$ cat config.mk
export PLATFORM = sky130hd
export DESIGN_NAME = bfca_ram
export DESIGN_NICKNAME = d
export VERILOG_FILES = /design/src/rtl/core/bfca_ram.sv
export SDC_FILE = /design/constraint.sdc
export NUM_CORES = 2
export LEC_CHECK = 0
export BUFFER_PORTS_ARGS = -buffer_cell sky130_fd_sc_hd__buf_2
export CAP_MARGIN = 10
export CORE_MARGIN = 8
export CORE_UTILIZATION = 60
export DETAILED_ROUTE_END_ITERATION = 12
export GPL_TIMING_DRIVEN = 0
export HOLD_SLACK_MARGIN = 0.06
export PLACE_DENSITY = 0.76
export SETUP_SLACK_MARGIN = 0.3
export SLEW_MARGIN = 10
export SYNTH_ARGS = -nofsm -noshare
export SYNTH_HDL_FRONTEND = slang
export SYNTH_SLANG_ARGS = --single-unit
$ cat constraint.sdc
create_clock -name clk_i -period 4 [get_ports clk_i]
set_clock_uncertainty 0.2 [all_clocks]
set_input_delay 0.4 -clock clk_i [delete_from_list [all_inputs] [get_ports clk_i]]
set_output_delay 0.4 -clock clk_i [all_outputs]
set_load 0.02 [all_outputs]
$ cat src/rtl/core/bfca_ram.sv
// bfca_ram: generic single-write, single-read ram with registered read data
// no dependencies

module bfca_ram #(
  parameter int unsigned Width = 8,
  parameter int unsigned Depth = 256
) (
  input  logic                     clk_i,
  input  logic                     we_i,
  input  logic [$clog2(Depth)-1:0] waddr_i,
  input  logic [Width-1:0]         wdata_i,
  input  logic [$clog2(Depth)-1:0] raddr_i,
  output logic [Width-1:0]         rdata_o
);

  logic [Width-1:0] mem_q [Depth];
  logic [Width-1:0] rdata_q;

  always_ff @(posedge clk_i) begin
    if (we_i) begin
      mem_q[waddr_i] <= wdata_i;
    end
    rdata_q <= mem_q[raddr_i];
  end

  assign rdata_o = rdata_q;

endmodule

Yosys cells after proc, flatten, opt, wreduce, memory -nomap -nowiden
Memory sizes are Yosys's and may differ from the RTL's. A register that Yosys moved wholly into a read port is not among the register bits.
Cells that the tools add are included.
Word-level totals
  bits in registers: 0
  bits in writable memories: 2048
  input bits: 26
  output and inout port bits: 8
  logic and storage cells: 3
  memories: 1
Memory list
  mem_q: depth 256, width 8, rd ports 1, clocked after memory_dff 1, write ports 1, line 16  | logic [Width-1:0] mem_q [Depth];
Operators by class
  mux-type cells: 2
Operator list (number)
  1-bit two-way mux: 2

Depth between registers and ports, before layout
  word-level depth: 2
  gate-level depth with buffers: 11
  gate-level depth less buffers: 6

Worst setup path after synthesis
OpenSTA, ideal clock, no wires.
  path kind: input-to-reg
  from: input raddr_i[0]
  to: register rdata_q[2] (netlist: rdata_o[2]), read port of mem_q
  data arrival time: 2207 ps
  required time: 3669 ps
  path slack: 1462 ps
  stages on the path: 9
  path buffers: 4
  cell sequence: buf_6 > buf_12 > buf_8 > buf_2 > mux4_2 > a22oi_1 > a21oi_1 > nor4_1 > nor4_2
RTL lines
  start, declared: line 12  | input logic [$clog2(Depth)-1:0] raddr_i,
  end, declared: line 17  | logic [Width-1:0] rdata_q;

==> results_dict.tcl <==
set metrics [dict create \
    ios 34 \
    critical_path_class "in2reg" \
    clk_path_buf_depth 3 \
    grt_pass1_vias 41509 \
    cts_inserted_buffers 193 \
    p_leak_nw 27.3 \
    syn_inst 3733 \
    cap_violations 0 \
    grt_usage_pct 31.7 \
    met1_length_um 77500 \
    synth_area_mm2 0.0796 \
    postSynthAreaPerCell_um2 21.3 \
    critPathTopFamily "buffers and inverters" \
    vias 42759 \
    dpl.hpwl_um 153000 \
    switching_power_w 0.00980 \
    finalMaxSlewViolations 0 \
    final_hold_viol_count 0 \
    h-tree-depth 4 \
    detail_route.vias_per_cell 7.24 \
    overflow 0 \
    synth_enable_flop_cells 2048 \
    grt_antenna_before_repair 15 \
    finalSetupTns_ps 0 \
    ys_seq_elements 2056 \
    cp_cell_sequence "buf_2 -> buf_2 -> nor2b_1 -> buf_1 -> clkbuf_1 -> a22oi_1 -> a21oi_1 -> nor3_1 -> nor4_1" \
    start_util_pct 60.5 \
    fillers 7976 \
    status "complete, no violations" \
    ys_warn_count 0 \
    cpMostUsedCell "buf_2" \
    hold_ws_ps 217 \
    synth_commonest_cells "edfxtp_1, mux4_2, nor2_1" \
    clock_latency_ps 850 \
    min_period_over_period_pct 99.0 \
    fp.dieH_um 380 \
    drive_gt1_share_pct 22.1 \
    yosysSeqAreaShare_pct 77.5 \
    critical_path.startpoint_type "input pin" \
    pwr-share-comb_pct 5.9 \
    die_w_um 380 \
    total_power_w 0.0438 \
    ys_types 55 \
    portBuffers 26 \
    ys.flop_type "edfxtp_1" \
    setup_violations 0 \
    max_stage_delay_ps 830 \
    grt_pass1_wl_um 319000 \
    fin_crit_ps 3960 \
    place_congestion 0.989 \
    finalNonFillerCells 5903 \
    row_count 133 \
    wire_per_inst_um 39.4 \
    yosysMostFrequentCell "edfxtp_1" \
    worst_ep_arrival_time_ps 4390 \
    vdd_drop_max_mv 0.556 \
    cp.required_ps 4430 \
    die-area_mm2 0.145 \
    cp_max_fo 10 \
    seq_power_share_pct 54.3 \
    dp_cells 5534 \
    relSlewSlack_pct 4.07 \
    rsz0062_at_grt "true" \
    ant_nets 0 \
    grt_max_degree 142 \
    clkSinkCount 2056 \
    clk_pin_slew_worst_paths_ps 60 \
    synthTopCellsByArea "edfxtp_1, mux4_2, mux2i_1, nor2_1, a22oi_1" \
    drc 0 \
    yosys.area.top_type "edfxtp_1" \
    rrSetupSlack_ps 630 \
    hp-class "in2reg" \
    nNetsFinal 4009 \
    ys_async_sr_fraction_pct 0 \
    cts_tree "yes" \
    crit_buf_inv 4 \
    slowest_stage "clkbuf_1" \
    drtIter0Drc 8480 \
    syn_nets 3759 \
    first_pass_iters 6 \
    synth_top_area_share_pct 77.3 \
    core_area_mm2 0.131 \
    p_per_area_mw_per_mm2 494 \
    post_cts_buffers 0 \
    pwr-share-clk_pct 39.8 \
    fmax_ghz 0.252 \
    tightest_slew_ps 1440 \
    drt-total-wl_um 233000 \
    dr.max_layer_used "met5" \
    syn_to_final_growth_pct 11.4 \
    met3_length_um 36000 \
    wl_met2_um 101000 \
    root_buffer "clkbuf_16" \
    p_int_w 0.0340 \
    endpoint_kind "register" \
    switching_share_pct 22.4 \
]
-- layer usage --
metal	GRT usage [%]	up-vias
li1	-	16210
met1	41.6	21765
met2	45.7	3943
met3	11.5	819
met4	19.0	22
met5	0	-
-- flip-flops by register name, indices dropped and copies added, names as in the netlist --
name and count:
rdata_o 8, mem_q 2048
-- worst min-delay path, cell delays in order --
cell	delay, ps
clkbuf_1	230
nand3_1	210
nor2_1	190
-- logic make-up (layout without fill, tap and decap cells) --
| kind of cell | Yosys count | in the layout | synth area share (%) |
|---|---|---|---|
| DFF | 2056 | 2056 | 77.5 |
| muxes | 591 | 591 | 14.6 |
| and+or+nand+nor | 466 | 466 | 2.63 |
| AOI/OAI and AO/OA | 385 | 385 | 3.42 |
| buffers and inverters | 235 | 641 | 1.83 |
| other | 0 | 9 | 0 |
-- metrics by stage --
stage | util, % | instance area [um^2] | setup slack, ps
2_1_floorplan | - | 79600 | 1460
3_3_place_gp | 62.3 | 81900 | -1660
3_5_place_dp | 62.8 | 82500 | -1090
4_1_cts | 67.4 | 88500 | 283
5_1_grt | 67.4 | 88600 | 269
6_report | 67.4 | 88600 | 39.2
-- area by class of cell --
type                            instances  area [um^2]  share of cell area [%]
Sequential cell                      2056        61700                    69.6
Multi-Input combinational cell       1442        16600                    18.7
Clock buffer                          245         5050                    5.70
Tap cell                             1755         2200                    2.48
Buffer                                233         1550                    1.75
Clock inverter                        106          818                   0.923
Timing Repair Buffer                   55          768                   0.867
Antenna cell                            9         22.5                  0.0254
Inverter                                2         7.51                 0.00847
-- power by group through the flow --
stage	clock network, W	logic (W)	registers (W)
global placement	0	0.00235	0.0243
global route	0.0182	0.00260	0.0238
floorplan	0	0.00115	0.0242
CTS	0.0173	0.00249	0.0238
detailed placement	0	0.00246	0.0242
finish	0.0174	0.00259	0.0238
-- cells in the final DEF, fill, tap and decap left out, types with 34 or more instances in the layout --
cell type  instances
a21oi_1           96
nand3_1           34
clkbuf_1         126
mux2i_1          134
o221ai_1          46
clkbuf_16        193
clkinv_1          63
a22oi_1          133
edfxtp_1        2048
mux4_2           454
buf_2             52
nor2_1           279
-- final timing paths --
| path | cells after the start | from | endpoint |
|---|---|---|---|
| max reg2reg | 6 | mem_q[210][5]$_DFFE_PP_ | rdata_o[5]$_DFF_P_ |
| max | 9 | raddr_i[2] | rdata_o[4]$_DFF_P_ |
| min reg2reg | 6 | mem_q[105][1]$_DFFE_PP_ | rdata_o[1]$_DFF_P_ |
| min | 3 | waddr_i[1] | mem_q[163][4]$_DFFE_PP_ |
-- what timing repair did --
item                                    4_1_cts  5_1_grt
endpoints found under the setup margin        7        6
pin swaps                                     0        0
hold buffers                                  8        0
endpoints found under the hold margin       674        0
gates resized for setup                      26       27
No activity file was read; power rests on OpenSTA's default activity.
