$ cat src/rtl/core/bfca_pkg.sv
// bfca_pkg: shared constants, codes and types of the best-fit cell allocator
// used by bfca_run_tracker and best_fit_cell_allocator; depends on nothing

package bfca_pkg;

  localparam int unsigned MEM_CELLS = 256;
  localparam int unsigned ID_BITS   = 8;
  localparam int unsigned REQ_W     = 9;
  localparam int unsigned ID_IN_W   = 8;
  localparam int unsigned ADDR_OUT_W = 8;
  localparam int unsigned CNT_OUT_W = 9;

  localparam logic OP_ALLOC   = 1'b0;
  localparam logic OP_RELEASE = 1'b1;

  typedef enum logic [2:0] {
    STAT_PLACED    = 3'd0,
    STAT_COMPACTED = 3'd1,
    STAT_NO_MEM    = 3'd2,
    STAT_RELEASED  = 3'd3,
    STAT_NOT_FOUND = 3'd4
  } status_e;

  typedef enum logic [3:0] {
    S_CLEAR,
    S_IDLE,
    S_REL,
    S_SCAN,
    S_DECIDE,
    S_FILL,
    S_HCLR,
    S_HRD,
    S_HID,
    S_HWR,
    S_CFREE,
    S_CRD,
    S_CGET,
    S_CWR,
    S_DONE
  } state_e;

  typedef struct packed {
    logic valid;
    logic is_free;
    logic flush;
    logic clear;
  } cell_t;

endpackage

$ cat src/rtl/core/bfca_run_tracker.sv
// bfca_run_tracker: follows free runs of the cell stream, keeps the smallest run that fits
// depends on bfca_pkg

module bfca_run_tracker #(
  parameter int unsigned MemCells = bfca_pkg::MEM_CELLS
) (
  input  logic                        clk_i,
  input  logic                        rst_ni,
  input  bfca_pkg::cell_t             cell_i,
  input  logic [$clog2(MemCells)-1:0] addr_i,
  input  logic [bfca_pkg::REQ_W-1:0]  req_i,
  output logic                        found_o,
  output logic [$clog2(MemCells)-1:0] best_at_o
);

  localparam int unsigned AddrW = $clog2(MemCells);
  localparam int unsigned CntW  = $clog2(MemCells + 1);
  localparam int unsigned WideW = CntW + bfca_pkg::REQ_W;

  logic [CntW-1:0]  run_len_q, run_len_d;
  logic [AddrW-1:0] run_at_q, run_at_d;
  logic [CntW-1:0]  best_len_q, best_len_d;
  logic [AddrW-1:0] best_at_q, best_at_d;
  logic             found_q, found_d;
  logic             fits;

  assign fits = (WideW'(run_len_q) >= WideW'(req_i)) && (!found_q || run_len_q < best_len_q);

  always_comb begin
    run_len_d  = run_len_q;
    run_at_d   = run_at_q;
    best_len_d = best_len_q;
    best_at_d  = best_at_q;
    found_d    = found_q;
    if (cell_i.clear) begin
      run_len_d = '0;
      found_d   = 1'b0;
    end else if (cell_i.valid && cell_i.is_free) begin
      if (run_len_q == '0) begin
        run_at_d = addr_i;
      end
      run_len_d = run_len_q + 1'b1;
    end else if (cell_i.valid || cell_i.flush) begin
      if (fits) begin
        found_d    = 1'b1;
        best_len_d = run_len_q;
        best_at_d  = run_at_q;
      end
      run_len_d = '0;
    end
  end

  always_ff @(posedge clk_i or negedge rst_ni) begin
    if (!rst_ni) begin
      run_len_q <= '0;
      found_q   <= 1'b0;
    end else begin
      run_len_q <= run_len_d;
      found_q   <= found_d;
    end
  end

  always_ff @(posedge clk_i) begin
    run_at_q   <= run_at_d;
    best_len_q <= best_len_d;
    best_at_q  <= best_at_d;
  end

  assign found_o   = found_q;
  assign best_at_o = best_at_q;

endmodule

$ cat config.mk
export PLATFORM = sky130hd
export DESIGN_NAME = bfca_run_tracker
export DESIGN_NICKNAME = d
export VERILOG_FILES = /design/src/rtl/core/bfca_pkg.sv /design/src/rtl/core/bfca_run_tracker.sv
export SDC_FILE = /design/constraint.sdc
export NUM_CORES = 1
export LEC_CHECK = 0
export BUFFER_PORTS_ARGS = -buffer_cell sky130_fd_sc_hd__buf_4
export CORE_MARGIN = 1.5
export CORE_UTILIZATION = 35
export CTS_CLUSTER_DIAMETER = 120
export DETAILED_ROUTE_END_ITERATION = 6
export SLEW_MARGIN = 20
export SYNTH_ARGS = -nofsm -noshare
export SYNTH_HDL_FRONTEND = slang
export SYNTH_SLANG_ARGS = --single-unit
$ cat constraint.sdc
create_clock -name clk_i -period 3.3 [get_ports clk_i]
set_input_delay 0.825 -clock clk_i [delete_from_list [all_inputs] [get_ports clk_i]]
set_output_delay 0.825 -clock clk_i [all_outputs]
set_load 0.01 [all_outputs]
After elaboration in Yosys (flattened, before gate mapping)
Cells that the tools add are included.
{"block": "word_totals", "regBits": 35, "in_bits": 23, "elab_cells": 30}
{"block": "classes", "addsub": 1, "order_cmp": 2, "n_eq_ne": 1, "n_mux": 7, "bitwise": 2, "n_reduce_logical": 12}
{"operator": "$mux 9", "count": 3}
{"operator": "$add 9x1->9 const B", "count": 1}
{"operator": "$ge 9x9->1", "count": 1}
{"operator": "$logic_not 9->1", "count": 1}
{"operator": "$lt 9x9->1", "count": 1}
{"operator": "$reduce_and 3->1", "count": 2}
{"operator": "$mux 1", "count": 4}
{"operator": "$reduce_and 4->1", "count": 1}
{"operator": "$reduce_bool 2->1", "count": 2}
{"operator": "$reduce_bool 3->1", "count": 1}
{"operator": "$logic_and 1x1->1", "count": 2}
{"operator": "$logic_or 1x1->1", "count": 2}
{"operator": "$ne 2x2->1 const B", "count": 1}
{"operator": "$not 1->1", "count": 2}
{"operator": "$logic_not 1->1", "count": 1}

Longest topological paths before layout
Gate-level depths: netlist of the first run.
{"block": "depth", "word_depth": 7, "mapped_depth": 7, "ltp_nobuf": 7}

Worst setup path after synthesis of the first run
Ideal clock, no wire load.
{"block": "synth_timing", "path_type": "input to register", "from": "in req_i[2] (netlist bit)", "to": "reg best_at_q[0] (netlist: best_at_o[0]), enable pin", "setup_ns": 0.375, "arrival_time_ns": 2.404, "t_required_ns": 2.925, "setup_slack_ns": 0.521, "path_stages": 7, "n_path_buf": 0, "path_cell_list": "inv_1 ha_1 a21o_1 a31oi_1 o211a_1 a2111oi_4 o311a_1"}
{"block": "synth_between", "elab_chain_cells": 3}
{"item": "start, declared", "line": "bfca_run_tracker.sv:11", "source": "input logic [bfca_pkg::REQ_W-1:0] req_i,"}
{"item": "$ge 9x9->1", "line": "bfca_run_tracker.sv:27", "source": "assign fits = (WideW'(run_len_q) >= WideW'(req_i)) && (!found_q || run_len_q < best_len_q);"}
{"item": "$logic_and 1x1->1", "line": "bfca_run_tracker.sv:27"}
{"item": "$reduce_and 4->1 (no line)"}
{"item": "end signal, assigned", "line": "bfca_run_tracker.sv:66", "source": "best_at_q <= best_at_d;"}
{"item": "end, declared", "line": "bfca_run_tracker.sv:23", "source": "logic [AddrW-1:0] best_at_q, best_at_d;"}
Every way passes these cells.
A chain may end at the register's enable or synchronous reset.

Worst setup path after layout of the first run
{"block": "layout_timing", "from": "in req_i[0] (netlist bit)", "to": "reg best_at_q[3] (netlist: best_at_o[3]), enable pin"}
The elaborated chain is that of the path after synthesis.

==> out/metrics.cfg, run 1 <==
[place]
gp_congestion = 0.7296
port_buffers = 31
dp_hpwl_um = 2418

[cts]
cts_sinks = 35
post_cts_buffers = 0
htree_num_levels = 2
cts_max_path_buffers = 2
cts_root_buffer = clkbuf_8
cts_tree = yes
clk_pin_slew_worst_paths_ns = 0.07
clock_latency_ns = 0.27
postCtsHoldBufs = 0
cts_resized = 0
numCtsBuffers = 5

[floorplan]
initial_utilization_pct = 36.50
die_y_um = 73.19
pin_count = 32
core_sq_mm = 0.004723
row_count = 25
die_x_um = 73.19
dieArea_sq_mm = 0.005356

[synthesis]
netlist_instances = 143
synthXorXnorAreaFrac_pct = 0
async_reset_ff_share_pct = 28.57
syn_nets = 185
synth_top_family_by_area = compound AO/OA/AOI/OAI gates
synth_top_area_share_pct = 43.54
ys_ff_latch = 35
synthMuxAreaShare_pct = 0.5806
yosys.area.top_type = edfxtp_1
synth-simple-area-share_pct = 8.926
synthTopCellsByArea = edfxtp_1 (44%), dfrtp_1 (15%), ha_1 (14%)
netlist_area_sq_mm = 0.001724
synth_area_per_cell_sq_um = 12.06
ys.flop_type = edfxtp_1
synth-edff-count = 25
synth_compound_area_share_pct = 14.08
ys_types = 27
yosysWarnings = 0
yosys.area_share.adder_pct = 13.79
seq_area_frac_synth_pct = 58.06

[status]
status = completed

[routing]
drc = 0
wire_per_inst_um = 12.96
vias = 1199
routed_wl_um = 3239
antenna_left = 0
drt_first_pass_iters = 4
viasPerCell = 4.796
drtIter0Drc = 53

[worst_setup_path]
crit_required_ns = 3.27
reg2reg_slack_ns = 0.91
worst_ep_arrival_time_ns = 2.44
critical_path_class = in2reg
cp_max_fo = 17
end_kind = flop
worstSetupStartpointType = input port
r2r_end = best_at_o[3]
reg2regPathDepth = 8
reg2reg_from = run_len_q[0]

[timing]
worst_pin_slew_ns = 0.8912
holdWs_ns = 0.3669
fin_crit_sh_pct = 75.00
relSlewSlack_pct = 40.13
max_freq_mhz = 404.0
finClkSkew_ns = 0.003183
finalHoldViolCount = 0
finalSetupTns_ns = 0
finalMaxSlewViolations = 0
grt_setup_unrepaired = no
finalSetupViolations = 0
period_needed_ns = 2.475

[pwr]
pwr_density_cell_mw_per_mm2 = 383.0
ir_worst_vdd_uv = 157.2
fin_total_pwr_mw = 0.8185
leakagePower_nw = 0.9967

[final_layout]
multiInputGateArea_sq_um = 644.4
layout-drive-gt1-share_pct = 22.95
regArea_sq_mm = 0.001001
nets = 224
num-fill-cells = 433
synthToLayoutAreaGrowth_pct = 23.95
n_antenna_cell = 0

[global_routing]
grt_overflow = 0
grt_max_degree = 18
antenna_found_initial = 0
grtUsageTotal_pct = 13.13
first_global_vias = 1200
grt_pass1_wl_um = 5382

[min_path]
hold_path.class = in2async

[flow_run]
maxCapViolations = 0

## layout make-up
cell class	instances	area share, %
sequential	35	46.84
multi-input combinational	87	30.15
timing repair buffer	33	11.59
tap	67	3.923
inverter	20	3.513
clock buffer	6	3.396
clock inverter	2	0.5855
## registers in the layout, summed over array words and instances (netlist names)
register    flops
run_len_q       9
found_o         1
best_at_o       8
best_len_q      9
run_at_q        8
## through the flow
stage / utilization, % / area, sq um / worst slack, ns / std cells
after detailed placement: 43.44 / 2052 / 0.5008 / 242
after global placement: 43.44 / 2052 / 0.5270 / 242
final: 45.25 / 2137 / 0.8249 / 250
after CTS: 45.25 / 2137 / 0.7983 / 250
after global routing: 45.25 / 2137 / 0.7103 / 250
after floorplan: - / 1724 / 0.5205 / 143
## Yosys cell counts (2+ instances only)
master    number
edfxtp_1      25
inv_1         20
ha_1          19
o21ai_0       14
dfrtp_1       10
nand2_1       10
nand3_1        6
a21o_1         5
nor2_1         5
a21oi_1        4
a31oi_1        3
nor3_1         3
o31ai_1        3
and3_1         2
nor2b_1        2
## kinds of logic after synthesis
family | count (synthesis)
simple gates | 32
buf+inv | 21
mux | 1
compound gates | 35
flops | 35
fa+ha+maj | 19
## layout by cell type (no fill, tap or decap), types with 2 or more instances in the layout
master and n:
buf_4 33, edfxtp_1 25, inv_1 20, ha_1 19
o21ai_0 14, nand2_1 10, dfrtp_1 10, nand3_1 6
a21o_1 5, nor2_1 5, clkbuf_8 5, a21oi_1 4
nor3_1 3, a31oi_1 3, o31ai_1 3, nor2b_1 2
and3_1 2
## worst max path at each step
stage                         from             to  slack (ns)  cells after the start
after global placement    req_i[0]   best_at_o[4]        0.53                      8
final                     req_i[0]   best_at_o[3]        0.82                      8
after global routing      req_i[2]  best_len_q[6]        0.71                      9
after CTS                 req_i[0]  best_len_q[4]        0.80                      8
after detailed placement  req_i[0]   best_at_o[4]        0.50                      8
after floorplan           req_i[2]   best_at_o[0]        0.52                      7
## per-layer routing
layer  vias to the layer above  part of all wire, %  track usage, %
met2                        23                   53           22.73
met5                         -                    0               0
li1                        601                    -               -
met1                       575                   44           16.02
met4                         0                    0           4.403
met3                         0                  2.9           3.039
## worst max-delay path: stages
cell and delay (ns):
buf_4 0.11, ha_1 0.26, nand2b_1 0.09, a31oi_1 0.10, o211a_1 0.26, a2111oi_4 0.34, o311a_1 0.21, buf_4 0.24
## where the power goes
group,internal [mW],total [mW],switching (mW)
registers,0.474,0.476,0.00230
clock network,0.147,0.294,0.147
logic,0.0261,0.0484,0.0222
No activity file was read; power rests on OpenSTA's default activity.
==> run 2: changes to the inputs <==
clock period = 2.01 ns   (was 3.3 ns; I/O delays follow)
==> out/metrics.cfg, run 2 (synthesis gave the netlist of run 1 again) <==
[status]
status = complete, but fails checks  ; was completed
violations = negative setup slack

[final_layout]
final_common_cell = buf_4  ; unchanged
regArea_sq_mm = 0.001003  ; was 0.001001 sq mm
synthToLayoutAreaGrowth_pct = 39.55  ; was 23.95%
multiInputGateArea_sq_um = 760.7  ; was 644.4 sq um
top_regs = best_len_q x9, run_len_q x9  ; unchanged
nets = 241  ; was 224
instances_no_fill = 267  ; was 250
layout-drive-gt1-share_pct = 37.00  ; was 22.95%
final_cell_mix = buf_4 (48), edfxtp_1 (25), inv_1 (16)  ; was buf_4 (33), edfxtp_1 (25), inv_1 (20)
final_area_sq_mm = 0.002406  ; was 0.002137 sq mm
num-fill-cells = 415  ; was 433
n_antenna_cell = 0  ; unchanged

[pwr]
p_clk_share_pct = 41.7  ; was 36.0%
p_switching_mw = 0.3076  ; was 0.1715 mW
leakagePower_nw = 1.106  ; was 0.9967 nW
p_int_mw = 1.200  ; was 0.6470 mW
pwr_density_cell_mw_per_mm2 = 626.5  ; was 383.0 mW/mm^2
ir_worst_vdd_uv = 265.3  ; was 157.2 uV
combPwrFrac_pct = 6.6  ; was 5.9%
fin_total_pwr_mw = 1.507  ; was 0.8185 mW
switching_share_pct = 20.41  ; was 20.95%
seqPwrFrac_pct = 51.7  ; was 58.1%

[global_routing]
grt_overflow = 0  ; unchanged
antenna_found_initial = 0  ; unchanged
grt_use_met2_pct = 24.65  ; was 22.73%
first_global_vias = 1241  ; was 1,200
grtUsageMet3_pct = 3.453  ; was 3.039%
grt_max_degree = 18  ; unchanged
grt_util_met1_pct = 16.80  ; was 16.02%
grt_pass1_wl_um = 5630  ; was 5382 um
grt_most_used_layer = met2  ; unchanged
grtUsageTotal_pct = 14.29  ; was 13.13%

[place]
gp_congestion = 0.8680  ; was 0.7296
dp_hpwl_um = 2728  ; was 2418 um
port_buffers = 31  ; unchanged
pre_cts_ws_ns = -0.3498  ; was 0.5008 ns
dp.cells = 255  ; was 242
placed_area_sq_mm = 0.002225  ; was 0.002052 sq mm

[floorplan]
dieArea_sq_mm = 0.005356  ; unchanged
pin_count = 32  ; unchanged
core_sq_mm = 0.004723  ; unchanged
die_y_um = 73.19  ; unchanged
row_count = 25  ; unchanged
initial_utilization_pct = 36.50  ; unchanged
die_x_um = 73.19  ; unchanged

[worst_setup_path]
cpMaxStageDelayCell = dfrtp_2  ; was a2111oi_4
end_kind = flop  ; unchanged
slowest_delay_ns = 0.45  ; was 0.34 ns
cp_max_fo = 8  ; was 17
critical_path_class = reg2reg  ; was in2reg
crit_required_ns = 2.00  ; was 3.27 ns
worstPathCellList = ha_4 > a21o_1 > a31oi_1 > o211a_1 > a2111oi_4 > buf_4 > o311a_4  ; was buf_4 > ha_1 > nand2b_1 > a31oi_1 > o211a_1 > a2111oi_4 > o311a_1 > buf_4
worst_ep_arrival_time_ns = 2.20  ; was 2.44 ns
worstSetupStartpointType = flop  ; was input port
cp_top_family = compound AO/OA/AOI/OAI gates  ; unchanged
crit_buf_inv = 1  ; was 2

[cts]
cts_root_buffer = clkbuf_8  ; unchanged
cts_sinks = 35  ; unchanged
cts_max_path_buffers = 2  ; unchanged
htree_num_levels = 2  ; unchanged
clock_latency_ns = 0.28  ; was 0.27 ns
clk_pin_slew_worst_paths_ns = 0.07  ; about the same
numCtsBuffers = 5  ; unchanged
cts_tree = yes  ; unchanged

[routing]
drc = 0  ; unchanged
vias = 1280  ; was 1,199
antenna_left = 0  ; unchanged
wire_per_inst_um = 13.78  ; was 12.96 um
drt_first_pass_iters = 4  ; unchanged
routed_wl_um = 3680  ; was 3239 um
viasPerCell = 4.794  ; was 4.796
drtIter0Drc = 80  ; was 53

[timing]
period_needed_ns = 2.215
finalMaxSlewViolations = 0  ; unchanged
max_freq_mhz = 451.5
grt_setup_unrepaired = yes  ; was no
layout_setup_ws_ns = -0.2050  ; was 0.8249 ns
finalSetupViolations = 17  ; was 0
finalHoldViolCount = 0  ; unchanged
fin_crit_sh_pct = 110.2
relSlewSlack_pct = 71.93  ; was 40.13%
finClkSkew_ns = 0.005299  ; was 0.003183 ns
worst_pin_slew_ns = 0.4210  ; was 0.8912 ns

[min_path]
hold_path.class = in2async  ; unchanged

[flow_run]
maxCapViolations = 0  ; unchanged

run 2: final timing paths:
| path | startpoint | end | slack [ns] | depth (start not counted) |
|---|---|---|---|---|
| setup / recovery | run_len_q[2] | best_len_q[5] | -0.21 | 7 |
| hold reg to reg | run_at_q[3] | best_at_o[3] | 0.42 | 0 |
| min in group clk_i | addr_i[6] | run_at_q[6] | 0.39 | 1 |
| hold / removal | rst_ni | run_len_q[2] | 0.03 | 1 |
| max in group asynchronous | rst_ni | run_len_q[6] | 1.82 | 1 |
| setup reg to reg | run_len_q[2] | best_len_q[5] | -0.21 | 7 |
run 2: layout make-up:
cell class              instances  share of cell area (%)
flip-flops and latches         35                   41.71
multi-input cells              89                   31.62
repair buffers                 48                   14.98
inverters                      20                   3.536
well taps                      67                   3.484
clock buffers                   5                   2.860
clock inverters                 3                   1.820
run 2: power by group through the flow:
stage	combinational [mW]	sequential (mW)	clock, mW
global route	0.110	0.779	0.675
global placement	0.0939	0.794	0
CTS	0.0992	0.779	0.646
finish	0.0994	0.779	0.629
detailed placement	0.0988	0.795	0
floorplan	0.0380	0.795	0
run 2: timing repair:
action,in CTS,in global routing
gates cloned,0,2
endpoints found under the hold margin,0,0
hold buffers,0,0
gates resized for setup,0,7
buffers inserted,0,2
pin swaps,1,4
setup endpoints to repair,17,25
run 2: worst register-to-register path, delay by kind of cell, from the launching register on:
family                     cells  cell delay (ns)
AOI/OAI and AO/OA              5             1.00
DFF                            1             0.45
adders and majority gates      1             0.28
buffers and inverters          1             0.19
run 2: routing by layer:
layer	share of wire, %	vias to the layer above
li1	-	641
met1	42	610
met2	53	22
met3	3.3	7
met4	1.5	0
met5	0	-
run 2: through the flow:
| stage | utilization (%) | hold slack, ns | setup TNS (ns) |
|---|---|---|---|
| final | 50.94 | 0.03140 | -3.013 |
| after CTS | 49.48 | 0.03011 | -2.924 |
| after floorplan | - | 0.2069 | -0.7518 |
| after global routing | 50.94 | 0.02498 | -4.177 |
| after detailed placement | 47.10 | 0.3458 | -5.936 |
| after global placement | 47.10 | 0.3382 | -4.666 |
==> run 3: changes to the inputs <==
RECOVER_POWER = 50   (was default)
clock period = 2.4 ns   (was 2.01 ns; I/O delays follow)
==> out/metrics.cfg, run 3 (synthesis gave the netlist of run 1 again) <==
[routing]
drtIter0Drc = 63  ; was 80
antenna_left = 0  ; unchanged
viasPerCell = 4.775  ; was 4.794
routed_wl_um = 3411  ; was 3680 um
drt_first_pass_iters = 4  ; unchanged
wire_per_inst_um = 13.22  ; was 13.78 um
drc = 0  ; unchanged
vias = 1232  ; was 1,280

[global_routing]
grt_max_degree = 18  ; unchanged
first_global_vias = 1175  ; was 1,241
grtUsageTotal_pct = 13.91  ; was 14.29%
grt_overflow = 0  ; unchanged
grt_pass1_wl_um = 5506  ; was 5630 um
antenna_found_initial = 0  ; unchanged

[final_layout]
layout-drive-gt1-share_pct = 22.51  ; was 37.00%
n_antenna_cell = 0  ; unchanged
nets = 232  ; was 241
instances_no_fill = 258  ; was 267
final_common_cell = edfxtp_1  ; was buf_4
top_regs = best_len_q x9, run_len_q x9  ; unchanged
synthToLayoutAreaGrowth_pct = 26.49  ; was 39.55%
final_cell_mix = edfxtp_1 (25), buf_4 (24), inv_1 (20)  ; was buf_4 (48), edfxtp_1 (25), inv_1 (16)

[timing]
finalSetupViolations = 0  ; was 17
layout_setup_ws_ns = 0.1738  ; was -0.2050 ns
finalSetupTns_ns = 0  ; was -3.013 ns
finalHoldViolCount = 0  ; unchanged
holdWs_ns = 0.2699  ; was 0.03140 ns
relSlewSlack_pct = 62.06  ; was 71.93%
worst_pin_slew_ns = 0.5692  ; was 0.4210 ns
period_needed_ns = 2.226  ; was 2.215 ns
max_freq_mhz = 449.2  ; was 451.5 MHz
finClkSkew_ns = 0.006926  ; was 0.005299 ns
fin_crit_sh_pct = 92.76  ; was 110.2%
grt_setup_unrepaired = no  ; was yes
finalMaxSlewViolations = 0  ; unchanged

[cts]
numCtsBuffers = 5  ; unchanged
cts_sinks = 35  ; unchanged
clock_latency_ns = 0.29  ; was 0.28 ns
post_cts_buffers = 0  ; unchanged
postCtsHoldBufs = 0  ; unchanged
cts_resized = 0  ; unchanged
cts_tree = yes  ; unchanged
clk_pin_slew_worst_paths_ns = 0.07  ; about the same
cts_root_buffer = clkbuf_8  ; unchanged
cts_max_path_buffers = 2  ; unchanged
htree_num_levels = 2  ; unchanged

[floorplan]
pin_count = 32  ; unchanged
initial_utilization_pct = 36.50  ; unchanged
row_count = 25  ; unchanged
dieArea_sq_mm = 0.005356  ; unchanged
core_sq_mm = 0.004723  ; unchanged
die_x_um = 73.19  ; unchanged
die_y_um = 73.19  ; unchanged

[place]
dp.cells = 250  ; was 255
port_buffers = 31  ; unchanged
gp_congestion = 0.7239  ; was 0.8680
dp_hpwl_um = 2533  ; was 2728 um
pre_cts_ws_ns = -0.1441  ; was -0.3498 ns

[worst_setup_path]
worstSetupStartpointType = flop  ; unchanged
worst_ep_arrival_time_ns = 2.22  ; was 2.20 ns
critical_path_class = reg2reg  ; unchanged
end_kind = flop  ; unchanged
crit_required_ns = 2.40  ; was 2.00 ns
cp_max_fo = 17  ; was 8

[pwr]
ir_worst_vdd_uv = 261.2  ; was 265.3 uV
leakagePower_nw = 1.019  ; was 1.106 nW
pwr_density_cell_mw_per_mm2 = 518.8  ; was 626.5 mW/mm^2

[flow_run]
maxCapViolations = 0  ; unchanged

[min_path]
hold_path.class = in2async  ; unchanged

[status]
status = completed  ; was complete, but fails checks

run 3: metrics by stage:
| stage | total power [mW] | instance area [sq um] | utilization [%] |
|---|---|---|---|
| after floorplan | 0.6924 | 1725 | - |
| after global placement | 0.7337 | 2126 | 45.01 |
| after detailed placement | 0.7373 | 2126 | 45.01 |
| after CTS | 1.147 | 2211 | 46.81 |
| after global routing | 1.174 | 2181 | 46.17 |
| final | 1.131 | 2181 | 46.17 |
run 3: final timing paths:
kind	start	slack [ns]	depth (start not counted)	end
min in group clk_i	run_at_q[1]	0.42	0	best_at_o[1]
hold reg to reg	run_at_q[1]	0.42	0	best_at_o[1]
setup reg to reg	run_len_q[0]	0.17	8	best_len_q[7]
setup / recovery	run_len_q[0]	0.17	8	best_len_q[7]
hold / removal	rst_ni	0.27	1	run_len_q[0]
max in group asynchronous	rst_ni	1.75	1	run_len_q[6]
run 3: layer usage:
layer  routed length, um  global-route usage, %  vias up
met5                   0                      0        -
li1                    -                      -      613
met2                1802                  22.32       24
met4                  57                  7.547        0
met3                  99                  2.901        5
met1                1452                  17.48      590
run 3: worst max-delay path, stage by stage, from the launching register on:
cell and delay, ns:
dfrtp_1 0.35, inv_1 0.08, ha_1 0.26, nand2b_1 0.10
a31oi_1 0.10, o211a_1 0.26, a2111oi_4 0.37, o311a_2 0.27
buf_12 0.15
run 3: cell type report:
class                      count  area [sq um]
sequential                    35          1001
multi-input combinational     87         645.6
tap                           67         83.83
clock buffer                   6         72.57
fill                         450          2542
inverter                      20         75.07
clock inverter                 2         12.51
timing repair buffer          41         290.3
run 3: power by group:
part	switching, mW	leakage [nW]	total, mW	internal (mW)
Combinational	0.0329	0.619	0.0679	0.0350
Clock	0.208	0.0412	0.411	0.202
Sequential	0.00158	0.359	0.653	0.651
Total	0.243	1.02	1.13	0.889
